### config.mk
export PLATFORM = sky130hd
export DESIGN_NAME = split_link_exchange_controller_flat
export DESIGN_NICKNAME = d
export VERILOG_FILES = /design/src/sv/slec_pkg.sv /design/src/sv/slec_ifs.sv /design/src/sv/slec_cfg_regs.sv /design/src/sv/slec_core.sv /design/src/sv/split_link_exchange_controller.sv /design/src/flat_wrapper.sv
export SDC_FILE = /design/constraint.sdc
export NUM_CORES = 1
export LEC_CHECK = 0
export BUFFER_PORTS_ARGS = -buffer_cell sky130_fd_sc_hd__buf_2
export CAP_MARGIN = 20
export CORE_UTILIZATION = 45
export CTS_BUF_LIST = sky130_fd_sc_hd__clkbuf_4 sky130_fd_sc_hd__clkbuf_8 sky130_fd_sc_hd__clkbuf_16
export CTS_CLUSTER_SIZE = 28
export DETAILED_ROUTE_END_ITERATION = 16
export GPL_TIMING_DRIVEN = 0
export SETUP_SLACK_MARGIN = 0.02
export SYNTH_ARGS = -nofsm -noshare
export SYNTH_HDL_FRONTEND = slang
export SYNTH_SLANG_ARGS = --single-unit
### constraint.sdc
create_clock -name clk -period 5.7 [get_ports clk]
set_input_delay 0.855 -clock clk [delete_from_list [all_inputs] [get_ports clk]]
set_output_delay 0.855 -clock clk [all_outputs]
set_load 0.03 [all_outputs]
### src/sv/slec_pkg.sv
// ----------------------------------------------------------------------------
// slec_pkg
// Types, codes and reset values shared by the link exchange controller.
// ----------------------------------------------------------------------------
`default_nettype none

package slec_pkg;

    // Phase codes
    localparam logic [1:0] PH_READY     = 2'd0;
    localparam logic [1:0] PH_SENDING   = 2'd1;
    localparam logic [1:0] PH_RECEIVING = 2'd2;

    // Command codes
    localparam logic [1:0] CMD_POLL    = 2'd0;
    localparam logic [1:0] CMD_TX_DONE = 2'd1;
    localparam logic [1:0] CMD_START   = 2'd2;

    // Receive verdict codes
    localparam logic [1:0] RX_INCOMPLETE = 2'd0;
    localparam logic [1:0] RX_ERROR      = 2'd1;
    localparam logic [1:0] RX_VALID      = 2'd2;

    // Configuration register indexes
    localparam int CFG_INDEX_BITS = 3;
    localparam logic [CFG_INDEX_BITS-1:0] REG_IS_MASTER          = 3'd0;
    localparam logic [CFG_INDEX_BITS-1:0] REG_MASTER_TIMEOUT_US  = 3'd1;
    localparam logic [CFG_INDEX_BITS-1:0] REG_SLAVE_TIMEOUT_US   = 3'd2;
    localparam logic [CFG_INDEX_BITS-1:0] REG_MASTER_RETRY_LIMIT = 3'd3;
    localparam logic [CFG_INDEX_BITS-1:0] REG_SLAVE_RETRY_LIMIT  = 3'd4;

    // Configuration reset values
    localparam logic [31:0] MASTER_TIMEOUT_RESET = 32'd2000;
    localparam logic [31:0] SLAVE_TIMEOUT_RESET  = 32'd10000;
    localparam logic [7:0]  MASTER_RETRY_RESET   = 8'd50;
    localparam logic [7:0]  SLAVE_RETRY_RESET    = 8'd10;

    localparam int ID_BITS_DEFAULT = 8;

    typedef struct packed {
        logic        is_master;
        logic [31:0] master_timeout_us;
        logic [31:0] slave_timeout_us;
        logic [7:0]  master_retry_limit;
        logic [7:0]  slave_retry_limit;
    } slec_cfg_t;

    typedef struct packed {
        logic [CFG_INDEX_BITS-1:0] index;
        logic [31:0]               value;
    } slec_cfg_wr_t;

    typedef struct packed {
        logic [1:0]  command;
        logic [31:0] now_us;
        logic [1:0]  rx_status;
        logic [7:0]  rx_transfer_id;
    } slec_item_t;

    typedef struct packed {
        logic       send_packet;
        logic       fresh_payload;
        logic [7:0] tx_transfer_id;
        logic       rx_restart;
        logic       rx_deliver;
        logic       rx_packet_ok;
        logic       repeat_seen;
        logic       timeout_seen;
        logic       link_reset;
        logic       link_up_event;
        logic       link_connected;
        logic [1:0] link_state;
    } slec_result_t;

endpackage

`default_nettype wire

### src/sv/slec_ifs.sv
// ----------------------------------------------------------------------------
// slec_ifs
// Valid/ready channels for items, results and configuration writes.
// ----------------------------------------------------------------------------
`default_nettype none

interface slec_item_if;
    import slec_pkg::*;
    logic       valid;
    logic       ready;
    slec_item_t data;
    modport source (output valid, output data, input ready);
    modport sink   (input valid, input data, output ready);
endinterface

interface slec_result_if;
    import slec_pkg::*;
    logic         valid;
    logic         ready;
    slec_result_t data;
    modport source (output valid, output data, input ready);
    modport sink   (input valid, input data, output ready);
endinterface

interface slec_cfg_if;
    import slec_pkg::*;
    logic         valid;
    logic         ready;
    slec_cfg_wr_t data;
    modport source (output valid, output data, input ready);
    modport sink   (input valid, input data, output ready);
endinterface

`default_nettype wire

### src/sv/slec_cfg_regs.sv
// ----------------------------------------------------------------------------
// slec_cfg_regs
// Configuration register file; takes one write transaction per cycle.
// ----------------------------------------------------------------------------
`default_nettype none

module slec_cfg_regs (
    input  wire logic             clk,
    input  wire logic             rst_n,
    slec_cfg_if.sink              cfg,
    output slec_pkg::slec_cfg_t   regs
);
    import slec_pkg::*;

    slec_cfg_t regs_reg;
    slec_cfg_t regs_next;
    logic      wr;

    assign cfg.ready = 1'b1;
    assign wr        = cfg.valid && cfg.ready;

    always_comb
    begin
        regs_next = regs_reg;
        if (wr)
        begin
            unique case (cfg.data.index)
                REG_IS_MASTER:          regs_next.is_master = cfg.data.value[0];
                REG_MASTER_TIMEOUT_US:  regs_next.master_timeout_us = cfg.data.value;
                REG_SLAVE_TIMEOUT_US:   regs_next.slave_timeout_us = cfg.data.value;
                REG_MASTER_RETRY_LIMIT: regs_next.master_retry_limit = cfg.data.value[7:0];
                REG_SLAVE_RETRY_LIMIT:  regs_next.slave_retry_limit = cfg.data.value[7:0];
                default:                regs_next = regs_reg;
            endcase
        end
    end

    always_ff @(posedge clk or negedge rst_n)
    begin
        if (!rst_n)
        begin
            regs_reg.is_master          <= 1'b0;
            regs_reg.master_timeout_us  <= MASTER_TIMEOUT_RESET;
            regs_reg.slave_timeout_us   <= SLAVE_TIMEOUT_RESET;
            regs_reg.master_retry_limit <= MASTER_RETRY_RESET;
            regs_reg.slave_retry_limit  <= SLAVE_RETRY_RESET;
        end
        else
        begin
            regs_reg <= regs_next;
        end
    end

    assign regs = regs_reg;

endmodule

`default_nettype wire

### src/sv/slec_core.sv
// ----------------------------------------------------------------------------
// slec_core
// Link state and the single-pass update for one command.
// ----------------------------------------------------------------------------
`default_nettype none

module slec_core #(
    parameter int ID_BITS = slec_pkg::ID_BITS_DEFAULT
) (
    input  wire logic                  clk,
    input  wire logic                  rst_n,
    input  wire slec_pkg::slec_cfg_t   cfg,
    input  wire logic                  step,
    input  wire slec_pkg::slec_item_t  item,
    output slec_pkg::slec_result_t     res
);
    import slec_pkg::*;

    logic [1:0]         phase_reg,     phase_next;
    logic [7:0]         fail_cnt_reg,  fail_cnt_next;
    logic               connected_reg, connected_next;
    logic               refresh_reg,   refresh_next;
    logic [ID_BITS-1:0] last_id_reg,   last_id_next;
    logic [ID_BITS-1:0] tx_id_reg,     tx_id_next;
    logic [31:0]        listen_reg,    listen_next;

    logic [ID_BITS+7:0] rid_ext;
    logic [ID_BITS+7:0] txid_ext;
    logic [ID_BITS-1:0] rid;
    logic [31:0]        elapsed;
    logic [31:0]        tmo_limit;
    logic [7:0]         retry_limit;
    logic [8:0]         fail_cnt_inc;
    logic               do_send;
    logic               do_fail;

    // ids are kept modulo 2^ID_BITS, output is the low byte
    assign rid_ext      = {{ID_BITS{1'b0}}, item.rx_transfer_id};
    assign rid          = rid_ext[ID_BITS-1:0];
    assign elapsed      = item.now_us - listen_reg;
    assign tmo_limit    = cfg.is_master ? cfg.master_timeout_us : cfg.slave_timeout_us;
    assign retry_limit  = cfg.is_master ? cfg.master_retry_limit : cfg.slave_retry_limit;
    assign fail_cnt_inc = {1'b0, fail_cnt_reg} + 9'd1;
    assign txid_ext     = {8'd0, tx_id_next};

    always_comb
    begin
        phase_next     = phase_reg;
        fail_cnt_next  = fail_cnt_reg;
        connected_next = connected_reg;
        refresh_next   = refresh_reg;
        last_id_next   = last_id_reg;
        tx_id_next     = tx_id_reg;
        listen_next    = listen_reg;
        do_send        = 1'b0;
        do_fail        = 1'b0;
        res            = '0;

        unique case (item.command)
            CMD_START:
            begin
                if (cfg.is_master)
                begin
                    phase_next = PH_READY;
                end
                else
                begin
                    phase_next     = PH_RECEIVING;
                    listen_next    = item.now_us;
                    res.rx_restart = 1'b1;
                end
            end
            CMD_TX_DONE:
            begin
                phase_next  = PH_RECEIVING;
                listen_next = item.now_us;
            end
            CMD_POLL:
            begin
                if (phase_reg == PH_READY)
                begin
                    do_send = 1'b1;
                end
                else if (phase_reg == PH_RECEIVING)
                begin
                    unique case (item.rx_status)
                        RX_ERROR:
                        begin
                            do_fail = 1'b1;
                        end
                        RX_VALID:
                        begin
                            res.rx_packet_ok = 1'b1;
                            do_send          = 1'b1;
                            if (rid == last_id_reg)
                            begin
                                res.repeat_seen = 1'b1;
                            end
                            else
                            begin
                                last_id_next   = rid;
                                res.rx_deliver = 1'b1;
                                if (!connected_reg)
                                begin
                                    connected_next    = 1'b1;
                                    res.link_up_event = 1'b1;
                                end
                                refresh_next  = 1'b1;
                                fail_cnt_next = 8'd0;
                            end
                        end
                        default:
                        begin
                            // incomplete, or an unknown verdict
                            if (elapsed > tmo_limit)
                            begin
                                res.timeout_seen = 1'b1;
                                do_fail          = 1'b1;
                            end
                        end
                    endcase
                end
            end
            default:
            begin
                phase_next = phase_reg;
            end
        endcase

        if (do_fail)
        begin
            if (fail_cnt_inc > {1'b0, retry_limit})
            begin
                connected_next = 1'b0;
                refresh_next   = 1'b1;
                fail_cnt_next  = 8'd0;
                res.link_reset = 1'b1;
            end
            else
            begin
                fail_cnt_next = fail_cnt_inc[7:0];
            end
            if (cfg.is_master)
            begin
                phase_next = PH_READY;
            end
            else
            begin
                phase_next     = PH_RECEIVING;
                listen_next    = item.now_us;
                res.rx_restart = 1'b1;
            end
        end

        if (do_send)
        begin
            phase_next      = PH_SENDING;
            res.send_packet = 1'b1;
            if (refresh_next)
            begin
                refresh_next      = 1'b0;
                tx_id_next        = tx_id_reg + {{(ID_BITS-1){1'b0}}, 1'b1};
                res.fresh_payload = 1'b1;
            end
            res.tx_transfer_id = txid_ext[7:0];
        end

        res.link_connected = connected_next;
        res.link_state     = phase_next;
    end

    always_ff @(posedge clk or negedge rst_n)
    begin
        if (!rst_n)
        begin
            phase_reg     <= PH_RECEIVING;
            fail_cnt_reg  <= 8'd0;
            connected_reg <= 1'b0;
            refresh_reg   <= 1'b0;
            last_id_reg   <= '0;
            tx_id_reg     <= '0;
            listen_reg    <= 32'd0;
        end
        else if (step)
        begin
            phase_reg     <= phase_next;
            fail_cnt_reg  <= fail_cnt_next;
            connected_reg <= connected_next;
            refresh_reg   <= refresh_next;
            last_id_reg   <= last_id_next;
            tx_id_reg     <= tx_id_next;
            listen_reg    <= listen_next;
        end
    end

endmodule

`default_nettype wire

### src/sv/split_link_exchange_controller.sv
// ----------------------------------------------------------------------------
// split_link_exchange_controller
// Half-duplex link controller: input register, one-pass update, result register.
// Path: an accepted item is held in the input register; its update goes to the result register.
// Throughput: one item per cycle while results are taken; a held result stalls new items.
// Reset: phase receiving, counters, ids and flags cleared, registers at defaults.
// ----------------------------------------------------------------------------
`default_nettype none

module split_link_exchange_controller #(
    parameter int ID_BITS = slec_pkg::ID_BITS_DEFAULT
) (
    input  wire logic     clk,
    input  wire logic     rst_n,
    slec_cfg_if.sink      cfg,
    slec_item_if.sink     item,
    slec_result_if.source result
);
    import slec_pkg::*;

    slec_cfg_t    regs;
    slec_item_t   item_data_reg;
    slec_result_t res_comb;
    slec_result_t res_data_reg;
    logic         item_valid_reg, item_valid_next;
    logic         res_valid_reg,  res_valid_next;
    logic         advance;
    logic         step;
    logic         item_take;

    slec_cfg_regs u_cfg (
        .clk   (clk),
        .rst_n (rst_n),
        .cfg   (cfg),
        .regs  (regs)
    );

    slec_core #(
        .ID_BITS (ID_BITS)
    ) u_core (
        .clk   (clk),
        .rst_n (rst_n),
        .cfg   (regs),
        .step  (step),
        .item  (item_data_reg),
        .res   (res_comb)
    );

    assign advance    = !res_valid_reg || result.ready;
    assign step       = item_valid_reg && advance;
    assign item.ready = !item_valid_reg || advance;
    assign item_take  = item.valid && item.ready;

    always_comb
    begin
        item_valid_next = item_valid_reg;
        if (item_take)
        begin
            item_valid_next = 1'b1;
        end
        else if (step)
        begin
            item_valid_next = 1'b0;
        end
        res_valid_next = advance ? item_valid_reg : res_valid_reg;
    end

    always_ff @(posedge clk or negedge rst_n)
    begin
        if (!rst_n)
        begin
            item_valid_reg <= 1'b0;
            res_valid_reg  <= 1'b0;
        end
        else
        begin
            item_valid_reg <= item_valid_next;
            res_valid_reg  <= res_valid_next;
        end
    end

    always_ff @(posedge clk)
    begin
        if (item_take)
        begin
            item_data_reg <= item.data;
        end
        if (step)
        begin
            res_data_reg <= res_comb;
        end
    end

    assign result.valid = res_valid_reg;
    assign result.data  = res_data_reg;

    // a staged item always reaches the result register when it is free
    a_stage_moves: assert property (@(posedge clk) disable iff (!rst_n)
        item_valid_reg && !res_valid_reg |=> res_valid_reg)
        else $error("staged item did not advance");

    a_idle_id: assert property (@(posedge clk) disable iff (!rst_n)
        res_valid_reg && !res_data_reg.send_packet |->
            res_data_reg.tx_transfer_id == 8'd0 && !res_data_reg.fresh_payload)
        else $error("transfer id or fresh flag without a send");

    a_link_up: assert property (@(posedge clk) disable iff (!rst_n)
        res_valid_reg && res_data_reg.link_up_event |->
            res_data_reg.link_connected && res_data_reg.rx_deliver)
        else $error("link up without a delivered packet");

    a_link_reset: assert property (@(posedge clk) disable iff (!rst_n)
        res_valid_reg && res_data_reg.link_reset |->
            !res_data_reg.link_connected && !res_data_reg.send_packet)
        else $error("link reset left the link connected");

endmodule

`default_nettype wire

### src/flat_wrapper.sv
// flat-port wrapper written by rule: the top's interface ports become plain ports
module split_link_exchange_controller_flat import slec_pkg::*;
#(
    parameter int ID_BITS = slec_pkg::ID_BITS_DEFAULT
)
  (clk, rst_n, cfg_valid, cfg_data, cfg_ready, item_valid, item_data, item_ready, result_valid, result_data, result_ready);
  slec_cfg_if cfg_i ();
  slec_item_if item_i ();
  slec_result_if result_i ();
  input  wire logic clk;
  input  wire logic rst_n;
  input wire logic [$bits(cfg_i.valid)-1:0] cfg_valid;
  input wire logic [$bits(cfg_i.data)-1:0] cfg_data;
  output wire logic [$bits(cfg_i.ready)-1:0] cfg_ready;
  input wire logic [$bits(item_i.valid)-1:0] item_valid;
  input wire logic [$bits(item_i.data)-1:0] item_data;
  output wire logic [$bits(item_i.ready)-1:0] item_ready;
  output wire logic [$bits(result_i.valid)-1:0] result_valid;
  output wire logic [$bits(result_i.data)-1:0] result_data;
  input wire logic [$bits(result_i.ready)-1:0] result_ready;
  assign cfg_i.valid = cfg_valid;
  assign cfg_i.data = cfg_data;
  assign cfg_ready = cfg_i.ready;
  assign item_i.valid = item_valid;
  assign item_i.data = item_data;
  assign item_ready = item_i.ready;
  assign result_valid = result_i.valid;
  assign result_data = result_i.data;
  assign result_i.ready = result_ready;
  split_link_exchange_controller #(.ID_BITS(ID_BITS)) u_core (.clk(clk), .rst_n(rst_n), .cfg(cfg_i), .item(item_i), .result(result_i));
endmodule
---- After elaboration in Yosys (flattened, before gate mapping) ----
Cells that the tools add are included.
operators by class
  reduce and logical (&&, ||, !) cells .... 24
  add/sub/neg operators ................... 3
  multiplexer cells ....................... 56
  $lt $le $gt $ge ......................... 2
  equal/unequal tests ..................... 12
  bitwise logic cells ..................... 5
operator list
  cell                                                                   count
  32-bit 2-to-1 mux                                                      4
  8-bit 2-to-1 mux                                                       10
  32-bit case mux with 2 select lines                                    1
  1-bit 2-to-1 mux                                                       34
  32-bit > comparator                                                    1
  32-bit subtractor                                                      1
  6-bit AND reduction                                                    2
  10-bit 2-to-1 mux                                                      1
  2-bit AND reduction                                                    5
  5-bit OR reduction                                                     2
  8-bit by 1-bit adder with 9-bit output, second input constant          1
  9-bit by 8-bit > comparator with 1-bit output                          1
  8-bit by 1-bit adder with 8-bit output, second input constant          1
  8-bit equality test                                                    1
  2-bit 2-to-1 mux                                                       4
  2-bit nonzero test                                                     4
  2-bit equality test, second input constant                             3
  3-bit by 2-bit equality test with 1-bit output, second input constant  2
  1-bit NOT                                                              5
  2-bit by 1-bit equality test with 1-bit output, second input constant  2
  2-bit logical NOT                                                      2
  2-bit != test, second input constant                                   2
  2-bit case mux with 2 select lines                                     1
  4-bit OR reduction                                                     1
  other kinds (8)                                                        11
word-level totals
  register bits after elaboration ......... 207
  output and inout bits ................... 23

---- Depth between registers and ports, before layout ----
Gate-level depths: netlist of run 1.
  depth after elaboration ................. 11
  gate-level depth with buffers ........... 24
  depth with buffers taken out ............ 23

---- Cells and area by module ----
A second synthesis of run 1 with hierarchy kept.
second synthesis, totals
  cells, all modules ...................... 905
  area, all modules ....................... 11,338.4 sq um
by module, submodules not included
  module                          seq. area each (sq um)  area an instance (sq um)  cells an instance  instances
  slec_core                       1,502.7                 5,916.9                   655                1
  slec_cfg_regs                   2,047.0                 3,395.8                   178                1
  split_link_exchange_controller  1,971.9                 2,025.7                   72                 1

---- Worst setup path after synthesis of run 1 ----
OpenSTA, ideal clock, no wires.
  kind .................................... register to register
  start point ............................. register u_core.item_data_reg[10] (netlist bit)
  end point ............................... register u_core.res_data_reg, in the netlist u_core.result.data[16], data pin
  cell stages (with the launch flop) ...... 24
  period minus slack after synthesis ...... 5.127 ns
  setup time .............................. 0.256 ns
  arrival time ............................ 4.871 ns
  setup slack ............................. 0.573 ns
  cells stage by stage .................... edfxtp_1 -> inv_1 -> ha_1 -> inv_1 -> fa_1 -> a211oi_2 -> nor2_1 -> o31a_1 -> a22o_1 -> a211o_1 -> nand4_1 -> nand3_1 -> nand4_1 -> or3b_1 -> ha_1 -> nand4_1 -> or3_1 -> nor2_1 -> nand2_1 -> o21a_2 -> o21ai_1 -> clkbuf_1 -> a21oi_1 -> a31o_2
on the way
  word-level cells in the longest chain between the ends .. 10
ends and longest elaborated chain
  item                                line                                  RTL
  start, declared                     split_link_exchange_controller.sv:22  slec_item_t item_data_reg;
  start signal, assigned              split_link_exchange_controller.sv:86  item_data_reg <= item.data;
  32-bit subtractor                   slec_core.sv:40                       assign elapsed = item.now_us - listen_reg;
  32-bit > comparator                 slec_core.sv:115                      if (elapsed > tmo_limit)
  1-bit 2-to-1 mux                    slec_core.sv:115
  1-bit case mux with 2 select lines  slec_core.sv:86                       unique case (item.rx_status)
  1-bit 2-to-1 mux                    slec_core.sv:84                       else if (phase_reg == PH_RECEIVING)
  1-bit 2-to-1 mux                    slec_core.sv:80                       if (phase_reg == PH_READY)
  1-bit 2-to-1 mux                    slec_core.sv:59                       unique case (item.command)
  1-bit 2-to-1 mux                    slec_core.sv:130                      if (do_fail)
  8-bit 2-to-1 mux                    slec_core.sv:159                      if (refresh_next)
  8-bit 2-to-1 mux                    slec_core.sv:155                      if (do_send)
  end signal, assigned                split_link_exchange_controller.sv:90  res_data_reg <= res_comb;
  end, declared                       split_link_exchange_controller.sv:24  slec_result_t res_data_reg;
No other way between the ends.
A chain may end at the register's enable or synchronous reset.

---- Worst setup path after layout of run 1 ----
  start point ............................. register u_core.item_data_reg[10] (netlist bit)
  end point ............................... register u_core.u_core.listen_reg[27]
on the way
  word-level cells in the longest chain between the ends .. 8
ends and longest elaborated chain
  item                                line              RTL
  32-bit subtractor                   slec_core.sv:40
  32-bit > comparator                 slec_core.sv:115
  1-bit 2-to-1 mux                    slec_core.sv:115
  1-bit case mux with 2 select lines  slec_core.sv:86
  1-bit 2-to-1 mux                    slec_core.sv:84
  1-bit 2-to-1 mux                    slec_core.sv:80
  1-bit 2-to-1 mux                    slec_core.sv:59
  32-bit 2-to-1 mux                   slec_core.sv:130
  end signal, assigned                slec_core.sv:192  listen_reg <= listen_next;
  end, declared                       slec_core.sv:25   logic [31:0] listen_reg, listen_next;
No other way between the ends.

==> results.toml, run 1 <==
[detailed_routing]
drtPass1Iterations = 4
ant_nets = 0
viasPerCell = 5.300
wire_per_inst_um = 16.41
routed_wl_um = 22940
via_count = 7410
drc = 0
drtIter0Drc = 286

[place]
post_dp_cell_area_um2 = 11960
io_buffers = 105
place_congestion = 0.8067
hpwl_um = 16230

[sta]
setup_violations = 0
post-route-min-period_ns = 5.368
grt_setup_unrepaired = "no"
slew_headroom_pct = 34.24
finalMaxSlewViolations = 0
timing.fmax_mhz = 186.3
hold_viol = 0
timing.clock.skew_ns = 0.01644
finalSetupTns_ns = 0
worst_pin_slew_ns = 0.9864
fin_crit_sh_pct = 94.18

[final_layout]
nets = 1224
drive_above_1_share_pct = 29.38
fin_util_pct = 54.64
diodes = 0
largest_reg_flops = 81
syn2layout_area_growth_pct = 17.87
finish.instance_area_um2 = 12940

[pwr]
pwr-share-comb_pct = 34.9
total_power_w = 0.005319
power.share.clock_pct = 28.1
swShare_pct = 32.26
p_sw_w = 0.001716
p_per_area_nw_per_um2 = 411.1
max-vdd-ir-drop_mv = 0.2834
power_frac_seq_pct = 37.0
p_leak_nw = 5.747
power.internal_w = 0.003603

[cts]
cts_buffers = 24
cts_tree = "yes"
hold_buffers = 0
path_clk_slew_ns = 0.06
cts_root_buf = "clkbuf_16"
insertion_delay_ns = 0.52
cts_sinks = 207
cts_max_level = 1
clockBufferDepth = 3

[worst_setup_path]
path_max_fanout = 7
path_common_cell = "nand4_1"
criticalPathCategory = "reg -> reg"
cp_slowest_stage_delay_ns = 0.43
cp.arrival_ns = 5.77
cp-start-kind = "flip-flop"
cp_slowest_cell = "or3_4"
end_kind = "flip-flop"
crit_required_ns = 6.10

[synth]
async_flop_share_pct = 69.08
synth_cells = 918
ys_ff_latch = 207
synthDistinctLibCells = 69
synthTopCellsByArea = "dfrtp_1 29%, edfxtp_1 18%, mux2_2 9.5%"
synth_most_common_cell = "dfrtp_1"
post-synth-top-area-cell = "dfrtp_1"
synth_common_cells = "126 x dfrtp_1, 93 x mux2_2, 78 x ha_1, 64 x edfxtp_1, 52 x nor2_1"
ys.flop_type = "dfrtp_1"
avgSynthCellArea_um2 = 11.96
yosysWarnings = 0
synth_edf_count = 64
synth-seq-area-share_pct = 50.30
syn-num-nets = 1081
synth.top_cell.area_share_pct = 28.72
synth_area_um2 = 10980

[floorplanning]
die_x_um = 158.2
rows = 56
die_height_um = 158.2
start_util_pct = 46.35
coreArea_um2 = 23680
die_area_um2 = 25020
io_pins = 107

[grt]
grt_pass1_vias = 7320
grt_antenna_before_repair = 1
grtUsageTotal_pct = 18.95
overflow = 0
grt_pass1_wl_um = 37270
grt_max_degree = 89

[run_status]
status = "completed"

[hold_path]
min_path_type = "in -> async"

[flow_run]
maxCapViolCount = 0
cell type report:
cell class	instances	area, um^2
Timing Repair Buffer	117	664.4
Clock buffer	35	706.9
Fill cell	2094	10740
Multi-Input combinational cell	633	5243
Buffer	26	141.4
Tap cell	319	399.1
Inverter	52	195.2
Clock inverter	9	68.82
Sequential cell	207	5522
metrics by stage:
step / instances / setup WS, ns / hold slack, ns
after detailed placement: 1344 / -0.6398 / 0.4603
after CTS: 1393 / 0.02684 / 0.4468
after global routing: 1398 / 0.02322 / 0.4932
after floorplan: 918 / 0.5727 / 0.4394
after global placement: 1342 / -0.6516 / 0.4604
final: 1398 / 0.3317 / 0.4064
what timing repair did:
action	4_1_cts	5_1_grt
pin swaps	2	5
endpoints found under the setup margin	48	63
gates resized for setup	13	24
buffers inserted	5	3
cloned	0	2
routing by layer:
layer,vias up,track usage (%),share of wire (%)
li1,3653,-,-
met1,3571,25.55,47
met2,138,31.50,47
met3,46,2.491,3.4
met4,2,6.136,3.0
met5,-,0,0.057
placed cells by master, fill, tap and decap left out, drive strengths merged, types with 3 or more instances in the layout:
cell / synthesis / layout
dfrtp: 126 / 126
buf: 7 / 126
mux2: 93 / 93
ha: 78 / 78
edfxtp: 64 / 64
nor2: 52 / 52
clkbuf: 19 / 52
inv: 51 / 51
a21oi: 44 / 44
mux2i: 39 / 39
a22o: 38 / 38
nand2: 35 / 35
o21ai: 28 / 28
xnor2: 26 / 26
nand3: 25 / 25
a21o: 22 / 22
dfstp: 17 / 17
xor2: 16 / 16
and3: 13 / 13
nor3: 11 / 11
nor2b: 11 / 11
a211oi: 11 / 11
a31o: 9 / 9
nand4: 9 / 9
o21a: 9 / 9
clkinv: 1 / 8
nand2b: 7 / 7
o21bai: 6 / 6
a211o: 5 / 5
nand3b: 5 / 5
nor4: 4 / 4
and2: 4 / 4
o31a: 3 / 3
a31oi: 3 / 3
or3: 3 / 3
or4: 3 / 3
cells by family after synthesis:
group,after synthesis,synth area share (%)
xor gates and xnor gates,42,3.351
other,1,0.03416
buffers and inverters,78,2.758
adders and majority gates,79,9.072
and+or+nand+nor,188,8.605
DFF,207,50.30
muxes,132,13.10
AOI/OAI and AO/OA,191,12.79
worst paths after layout:
path | startpoint | cells after the start | end | slack, ns
max | u_core.item_data_reg[10] | 25 | u_core.u_core.listen_reg[27] | 0.33
min | rst_n | 1 | u_core.u_core.last_id_reg[1] | 0.41
max reg2reg | u_core.item_data_reg[10] | 25 | u_core.u_core.listen_reg[27] | 0.33
min reg2reg | u_core.u_core.refresh_reg | 2 | u_core.u_core.refresh_reg | 0.48
max in group asynchronous | rst_n | 2 | u_core.u_cfg.regs[3] | 4.45
min in group clk | u_core.u_core.refresh_reg | 2 | u_core.u_core.refresh_reg | 0.48
power by group through the flow:
stage               Sequential [W]  Combinational, W  Clock, W
global route               0.00201           0.00211   0.00159
floorplan                  0.00199           0.00134         0
detailed placement         0.00199           0.00177         0
global placement           0.00199           0.00174         0
finish                     0.00197           0.00186   0.00149
CTS                        0.00197           0.00182   0.00154
critical path, delay by kind of cell (launching register included):
kind	cells	cell delay (ns)
adder cells (fa/ha/maj)	3	0.85
flip-flops	1	0.40
AO/OA/AOI/OAI	8	1.73
AND/OR/NAND/NOR	10	1.78
buffers and inverters	4	0.45
Note: power is estimated with default switching activity, not from simulation.
==> run 2, diff against run 1 <==
- ABC_AREA: default -> 1
- CTS_CLUSTER_SIZE: 28 -> 30
==> run 2 against run 1 <==
Against the previous run:
- die area increased by 6.7%
- register-to-register slack improved by 0.74 ns
- final cell count increased by 29%
- cell area increased by 4.3%
==> results.toml, run 2 <==
[run_status]
status = "completed"

[place]
hpwl_um = 20690
place_congestion = 0.9277
post_dp_cell_area_um2 = 12720
dp_cells = 1760
io_buffers = 105

[floorplanning]
die_area_um2 = 26700
io_pins = 107
die_height_um = 163.4
start_util_pct = 46.16
coreArea_um2 = 25400
die_x_um = 163.4
rows = 58

[sta]
fin_crit_sh_pct = 81.23
slew_headroom_pct = 40.43
post-route-min-period_ns = 4.630
worst_pin_slew_ns = 0.8935
hold_viol = 0
timing.fmax_mhz = 216.0
finalSetupTns_ns = 0
finalMaxSlewViolations = 0
worst_hold_slack_ns = 0.3149
setup_violations = 0
timing.clock.skew_ns = 0.01306
grt_setup_unrepaired = "no"

[final_layout]
finish.instance_area_um2 = 13500
register_area_um2 = 5522
fillers = 2475
final_cell_mix = "282 x nand2_1, 144 x inv_1, 126 x dfrtp_1"
diodes = 0
final_common_cell = "nand2_1"
fin_cells = 1804
largest_reg_flops = 81
drive_above_1_share_pct = 13.70
fin_util_pct = 53.15
nets = 1619
syn2layout_area_growth_pct = 15.14
multi_input_area_um2 = 5403

[synth]
avgSynthCellArea_um2 = 8.862
synth_most_common_cell = "nand2_1"
synth_cells = 1323
ys.flop_type = "dfrtp_1"
post-synth-top-area-cell = "dfrtp_1"
synth-seq-area-share_pct = 47.09
synth_top_family_by_area = "compound AO/OA/AOI/OAI gates"
synth_xor_area_share_pct = 3.436
synth_edf_count = 64
async_flop_share_pct = 69.08
synth_compound_area_share_pct = 15.52
synth_fa_ha_area_share_pct = 8.494
synthTopCellsByArea = "dfrtp_1 27%, edfxtp_1 16%, nand2_1 9.0%"
syn-num-nets = 1486
synth_common_cells = "282 x nand2_1, 145 x inv_1, 126 x dfrtp_1, 122 x o21ai_0, 94 x a21oi_1"
synth_area_um2 = 11720
synthDistinctLibCells = 51
synthMuxAreaShare_pct = 3.244
synth.top_cell.area_share_pct = 26.89
ys_ff_latch = 207
synth-simple-area-share_pct = 15.36
yosysWarnings = 0

[cts]
insertion_delay_ns = 0.52
hold_buffers = 0
clockBufferDepth = 3
cts_sinks = 207
path_clk_slew_ns = 0.06
cts_buffers = 24
cts_root_buf = "clkbuf_16"
cts_max_level = 1
cts_resized = 0
postCtsSetupBuffers = 0
cts_tree = "yes"

[worst_setup_path]
end_kind = "flip-flop"
crit_required_ns = 6.08
criticalPathCategory = "reg -> reg"
cp-start-kind = "flip-flop"
cp_top_family = "simple AND/OR/NAND/NOR gates"
cp.arrival_ns = 5.01
worst-path-buf-inv = 4
cp_slowest_cell = "fa_1"
path_common_cell = "nand2_1"
cp_slowest_stage_delay_ns = 0.47
path_max_fanout = 10

[detailed_routing]
via_count = 9429
routed_wl_um = 28040
drtPass1Iterations = 7
drtIter0Drc = 656
ant_nets = 0
wire_per_inst_um = 15.54
drc = 0
viasPerCell = 5.227

[grt]
grt_antenna_before_repair = 0
grt_pass1_wl_um = 45680
grt_max_degree = 86
grtUsageTotal_pct = 21.61
overflow = 0
grt_pass1_vias = 9004

[pwr]
max-vdd-ir-drop_mv = 0.2529
p_per_area_nw_per_um2 = 442.4
p_leak_nw = 6.380

[flow_run]
maxCapViolCount = 0

[hold_path]
min_path_type = "in -> async"
run 2: cell families (layout without fill, tap and decap cells):
family,after synthesis,after routing
and+or+nand+nor,425,425
muxes,38,38
DFF,207,207
AOI/OAI and AO/OA,327,327
buffers and inverters,200,351
xor gates and xnor gates,46,46
adders and majority gates,79,79
other,1,1
run 2: stage by stage:
stage,worst slack [ns],power [W]
after global routing,0.6648,0.006464
final,1.070,0.005972
after detailed placement,1.044,0.004509
after global placement,1.159,0.004450
after floorplan,2.021,0.003852
after CTS,1.034,0.006046
run 2: per-layer routing:
metal	global-route usage (%)	vias to the layer above	routed length, um
li1	-	4758	-
met1	28.82	4439	12900
met2	37.31	199	13480
met3	2.565	33	1059
met4	5.013	0	601
met5	0	-	0
run 2: worst register-to-register path: cells and delay by family (launching register included):
family	cells	cell delay (ns)
xor+xnor	1	0.14
fa+ha+maj	3	0.89
flops	1	0.44
compound gates	4	0.60
buf+inv	4	0.69
simple gates	16	1.75
run 2: layout make-up:
cell class,count,area share (%)
sequential,207,40.90
buffer,49,1.724
tap,330,3.058
multi-input combinational,916,40.02
timing repair buffer,107,4.291
clock inverter,8,0.5375
inverter,151,4.217
clock buffer,36,5.255
run 2: worst paths after layout:
kind | startpoint | to | slack [ns] | cells past startpoint
setup / recovery | u_core.item_data_reg[10] | u_core.u_core.listen_reg[10] | 1.07 | 28
hold / removal | rst_n | u_core.u_core.fail_cnt_reg[0] | 0.31 | 1
setup reg to reg | u_core.item_data_reg[10] | u_core.u_core.listen_reg[10] | 1.07 | 28
hold reg to reg | u_core.u_cfg.regs[67] | u_core.u_cfg.regs[67] | 0.48 | 2
max in group asynchronous | rst_n | u_core.u_cfg.regs[29] | 4.53 | 2
min in group clk | u_core.u_cfg.regs[67] | u_core.u_cfg.regs[67] | 0.48 | 2
run 2: report_power, final:
part | switching (W) | leakage [nW] | total, W | internal, W
Clock | 0.000595 | 0.396 | 0.00150 | 0.000905
Sequential | 0.000175 | 2.42 | 0.00203 | 0.00185
Combinational | 0.00151 | 3.56 | 0.00245 | 0.000940
Total | 0.00228 | 6.38 | 0.00597 | 0.00370
